<file path="src/rtl/idpool_ram.sv">
// ----------------------------------------------------------------------------
// idpool_ram
// Simple dual-port RAM: one write port, one read port, registered read data.
// ----------------------------------------------------------------------------
module idpool_ram #(
  parameter int WIDTH = 8,
  parameter int DEPTH = 16
) (
  input  logic                     clk,
  input  logic                     wr_en,
  input  logic [$clog2(DEPTH)-1:0] wr_addr,
  input  logic [WIDTH-1:0]         wr_data,
  input  logic                     rd_en,
  input  logic [$clog2(DEPTH)-1:0] rd_addr,
  output logic [WIDTH-1:0]         rd_data
);

  logic [WIDTH-1:0] mem [DEPTH];

  always_ff @(posedge clk) begin
    if (wr_en) begin
      mem[wr_addr] <= wr_data;
    end
    // hold read data while no read is issued
    if (rd_en) begin
      rd_data <= mem[rd_addr];
    end
  end

endmodule

</file>
<file path="config.mk">
export PLATFORM = sky130hd
export DESIGN_NAME = idpool_ram
export DESIGN_NICKNAME = d
export VERILOG_FILES = /design/src/rtl/idpool_ram.sv
export SDC_FILE = /design/constraint.sdc
export NUM_CORES = 1
export LEC_CHECK = 0
export BUFFER_PORTS_ARGS = -buffer_cell sky130_fd_sc_hd__buf_2
export CORE_ASPECT_RATIO = 1.1
export CORE_MARGIN = 1.5
export CORE_UTILIZATION = 35
export DETAILED_ROUTE_END_ITERATION = 8
export PLACE_DENSITY_LB_ADDON = 0.1
export SYNTH_ARGS = -nofsm -noshare
export SYNTH_HDL_FRONTEND = slang
export SYNTH_SLANG_ARGS = --single-unit
</file>
<file path="constraint.sdc">
create_clock -name clk -period 2.4 [get_ports clk]
set_input_delay 0.48 -clock clk [delete_from_list [all_inputs] [get_ports clk]]
set_output_delay 0.48 -clock clk [all_outputs]
set_load 0.03 [all_outputs]
</file>
* Yosys cells after proc, flatten, opt, wreduce, memory -nomap -nowiden *
Memories as Yosys holds them, arrays and structs flattened. A register that Yosys moved wholly into a read port is not among the register bits.
Index checks and enable logic that the tools add are counted.

storage, ports and cells
  register bits after elaboration = 0
  bits in latches = 0
  RAM bits = 128
  memory bits (read-only) = 0
  bits of input ports = 19
  output and inout port bits = 8
  logic and storage cells = 3
  memories = 1

cells by class
  add/sub/neg operators = 0
  $mul = 0
  div/mod/pow operators = 0
  magnitude comparators = 0
  equal/unequal tests = 0
  shift operators = 0
  muxes and demuxes = 2
  bitwise logic cells = 0
  reductions and logical operators = 0

memory list
  memory  words  bits a word  read ports  clocked after memory_dff  wr ports  line  RTL
  mem     16     8            1           1                         1         18    logic [WIDTH-1:0] mem [DEPTH];

operators by type and width
  kind     number
  $mux W1  2

* Depth between registers and ports, before layout *
  depth after elaboration = 2
  mapped depth = 5
  mapped depth without buffers = 3

* Least setup slack after synthesis *
No wires, ideal clock.

  path type = input to register
  start = input wr_addr[2]
  end = memory mem[0][0] (enable)
  library setup time = 383 ps
  arrival = 1,590 ps
  data required time = 2,017 ps
  setup slack = 427 ps
  stages on the path = 2
  path buffers = 0
  cell sequence = or3b_2 > nor3_1

RTL lines
  what             line  RTL
  start, declared  11    input logic [$clog2(DEPTH)-1:0] wr_addr,
  end, declared    18

No word-level cell before the write port.

==> flow_summary.ini <==
[clock_tree]
cts-buffers-inserted = 17
clk-insertion-delay-late_ns = 0.41
clk_pin_slew_ns = 0.06
htreeDepth = 4
cts_hold_buf = 0
cts_tree = done
clockRootBuffer = clkbuf_16
post_cts_buffers = 0
ctsLongestPathBuffers = 2
post_cts_resized = 0
clkSinkCount = 136

[power_and_ir_drop]
vdd_drop_max_v = 0.000374
p_total_mw = 5.59
total_leakage_power_nw = 2.13
powerDensity_mw_per_mm2 = 887

[sta]
period_needed_ns = 1.63
max_slew_margin_pct = 73.9
slew_violations = 0
finalSetupTns_ns = 0
final_hold_viol_count = 0
worst_pin_slew_ns = 0.392
post-route-period-util_pct = 67.8
setup-violations-final = 0
skew_ns = 0.00755
max_freq_mhz = 615
grt_setup_unrepaired = false

[synthesis]
synthCells = 229
seq_area_frac_synth_pct = 78.1
postSynthNetCount = 248
yosys_register_bits = 136
synth_area_sq_mm = 0.00523
yosysUniqueCellTypes = 18
ys_warn_count = 0
syn_area_per_cell_sq_um = 22.8

[die]
start_util_pct = 36.0
io_pins = 27
die_h_um = 131
row_count = 46
core_sq_mm = 0.0145
die_w_um = 120
dieArea_sq_mm = 0.0157

[finish]
finalNonFillerCells = 492
final_cell_mix = edfxtp_1, buf_2, buf_4
layout_commonest_cell = edfxtp_1
num-nets-final = 306
drive_gt1_share_pct = 31.0
antenna_cells = 0
areaGrowthSynthToFinish_pct = 20.6

[outcome]
outcome = complete, no violations

[worst_setup_path]
start_kind = input pin
endpoint_kind = flip-flop
critical_path_required_ns = 2.55
cp_max_fo = 13
worstPathCellList = buf_2, buf_4, mux4_2, a22oi_1, nand2_1
crit_arrival_ns = 1.78
worst_path_largest_cell_delay_ns = 0.33
critPathKind = in2reg
critPathSlowestCell = mux4_2

[global_route]
antenna_found_initial = 0
grt_max_degree = 24
track_usage_pct = 15.3
use_met3_pct = 3.65
grt_overflow_total = 0
use_met1_pct = 19.9
grt_pass1_vias = 2644
grt_pass1_wl_um = 16500
busiest_layer = met2
grtUsageMet2_pct = 24.4

[detailed_routing]
drc = 0
drtAntennaViolNets = 0
drt-initial-drc-count = 177
routed_wl_um = 11000
wl_per_cell_um = 22.4
drtPass1Iterations = 4
vias = 2444
via_per_inst = 4.97

[placement]
dp.final_hpwl_um = 7230
placement.io_buffers = 26
gp_congestion = 0.700
place_inst = 460

[job]
cap_violations = 0

[worst_hold_path]
worst_hold_path_type = in2reg
==> metal layers <==
| metal | vias up | part of all wire, % |
|---|---|---|
| li1 | 1096 | - |
| met5 | - | 0 |
| met4 | 0 | 1.9 |
| met3 | 18 | 2.9 |
| met2 | 54 | 50 |
| met1 | 1276 | 45 |
==> final timing paths <==
| path | startpoint | to | slack (ns) | cells past startpoint |
|---|---|---|---|---|
| max | rd_addr[1] | rd_data[4] | 0.77 | 5 |
| min | rd_en | rd_data[3] | 0.45 | 1 |
| max reg2reg | mem[3][6] | rd_data[6] | 0.90 | 3 |
| min reg2reg | mem[14][6] | rd_data[6] | 0.74 | 3 |
==> cell families after synthesis <==
logic type	share of synthesized area [%]
DFF	78.1
and+or+nand+nor	3.14
muxes	14.8
AOI/OAI and AO/OA	2.30
buffers and inverters	1.65
==> flip-flops by register name, indices dropped and copies added, names as in the netlist <==
name	cells
rd_data	8
mem	128
==> final cells by class <==
type | count | area (sq um)
Tap cell | 192 | 240
Fill cell | 1263 | 8200
Clock buffer | 22 | 444
Clock inverter | 10 | 151
Timing Repair Buffer | 49 | 328
Sequential cell | 136 | 4080
Multi-Input combinational cell | 83 | 1060
==> worst max-delay path: cells and delay by family <==
kind / cells / cell delay, ns
AO/OA/AOI/OAI: 1 / 0.32
buffers and inverters: 2 / 0.56
multiplexers: 1 / 0.33
AND/OR/NAND/NOR: 1 / 0.08
==> where the power goes <==
group / switching (mW) / internal (mW) / leakage [nW] / total, mW
logic: 0.165 / 0.109 / 0.603 / 0.274
clock network: 0.899 / 1.73 / 0.291 / 2.62
registers: 0.0147 / 2.68 / 1.24 / 2.69
total: 1.08 / 4.51 / 2.13 / 5.59
==> Yosys cell counts <==
master,count,share of area [%]
edfxtp_1,136,78
mux4_2,18,7.8
a22oi_1,16,2.3
mux4_1,14,7.0
nor2_1,13,0.93
nand2_1,9,0.65
nor3_1,4,0.38
buf_2,3,0.29
buf_6,3,0.65
clkdlybuf4s25_2,3,0.57
nand2b_1,2,0.24
nand3b_1,2,0.29
and2_1,1,0.12
and2b_1,1,0.14
buf_4,1,0.14
nand3_1,1,0.096
nor2b_1,1,0.12
or3b_2,1,0.17
==> metrics by stage <==
step                util (%)  hold WS [ns]  setup WS [ns]  cell area (sq um)
floorplan                  -         0.579          0.427               5230
global placement        39.4         0.733          0.319               5710
detailed placement      39.4         0.735          0.317               5710
CTS                     43.5         0.435          0.755               6300
global route            43.5         0.433          0.694               6300
finish                  43.5         0.450          0.774               6300
(Power assumes the default switching activity.)
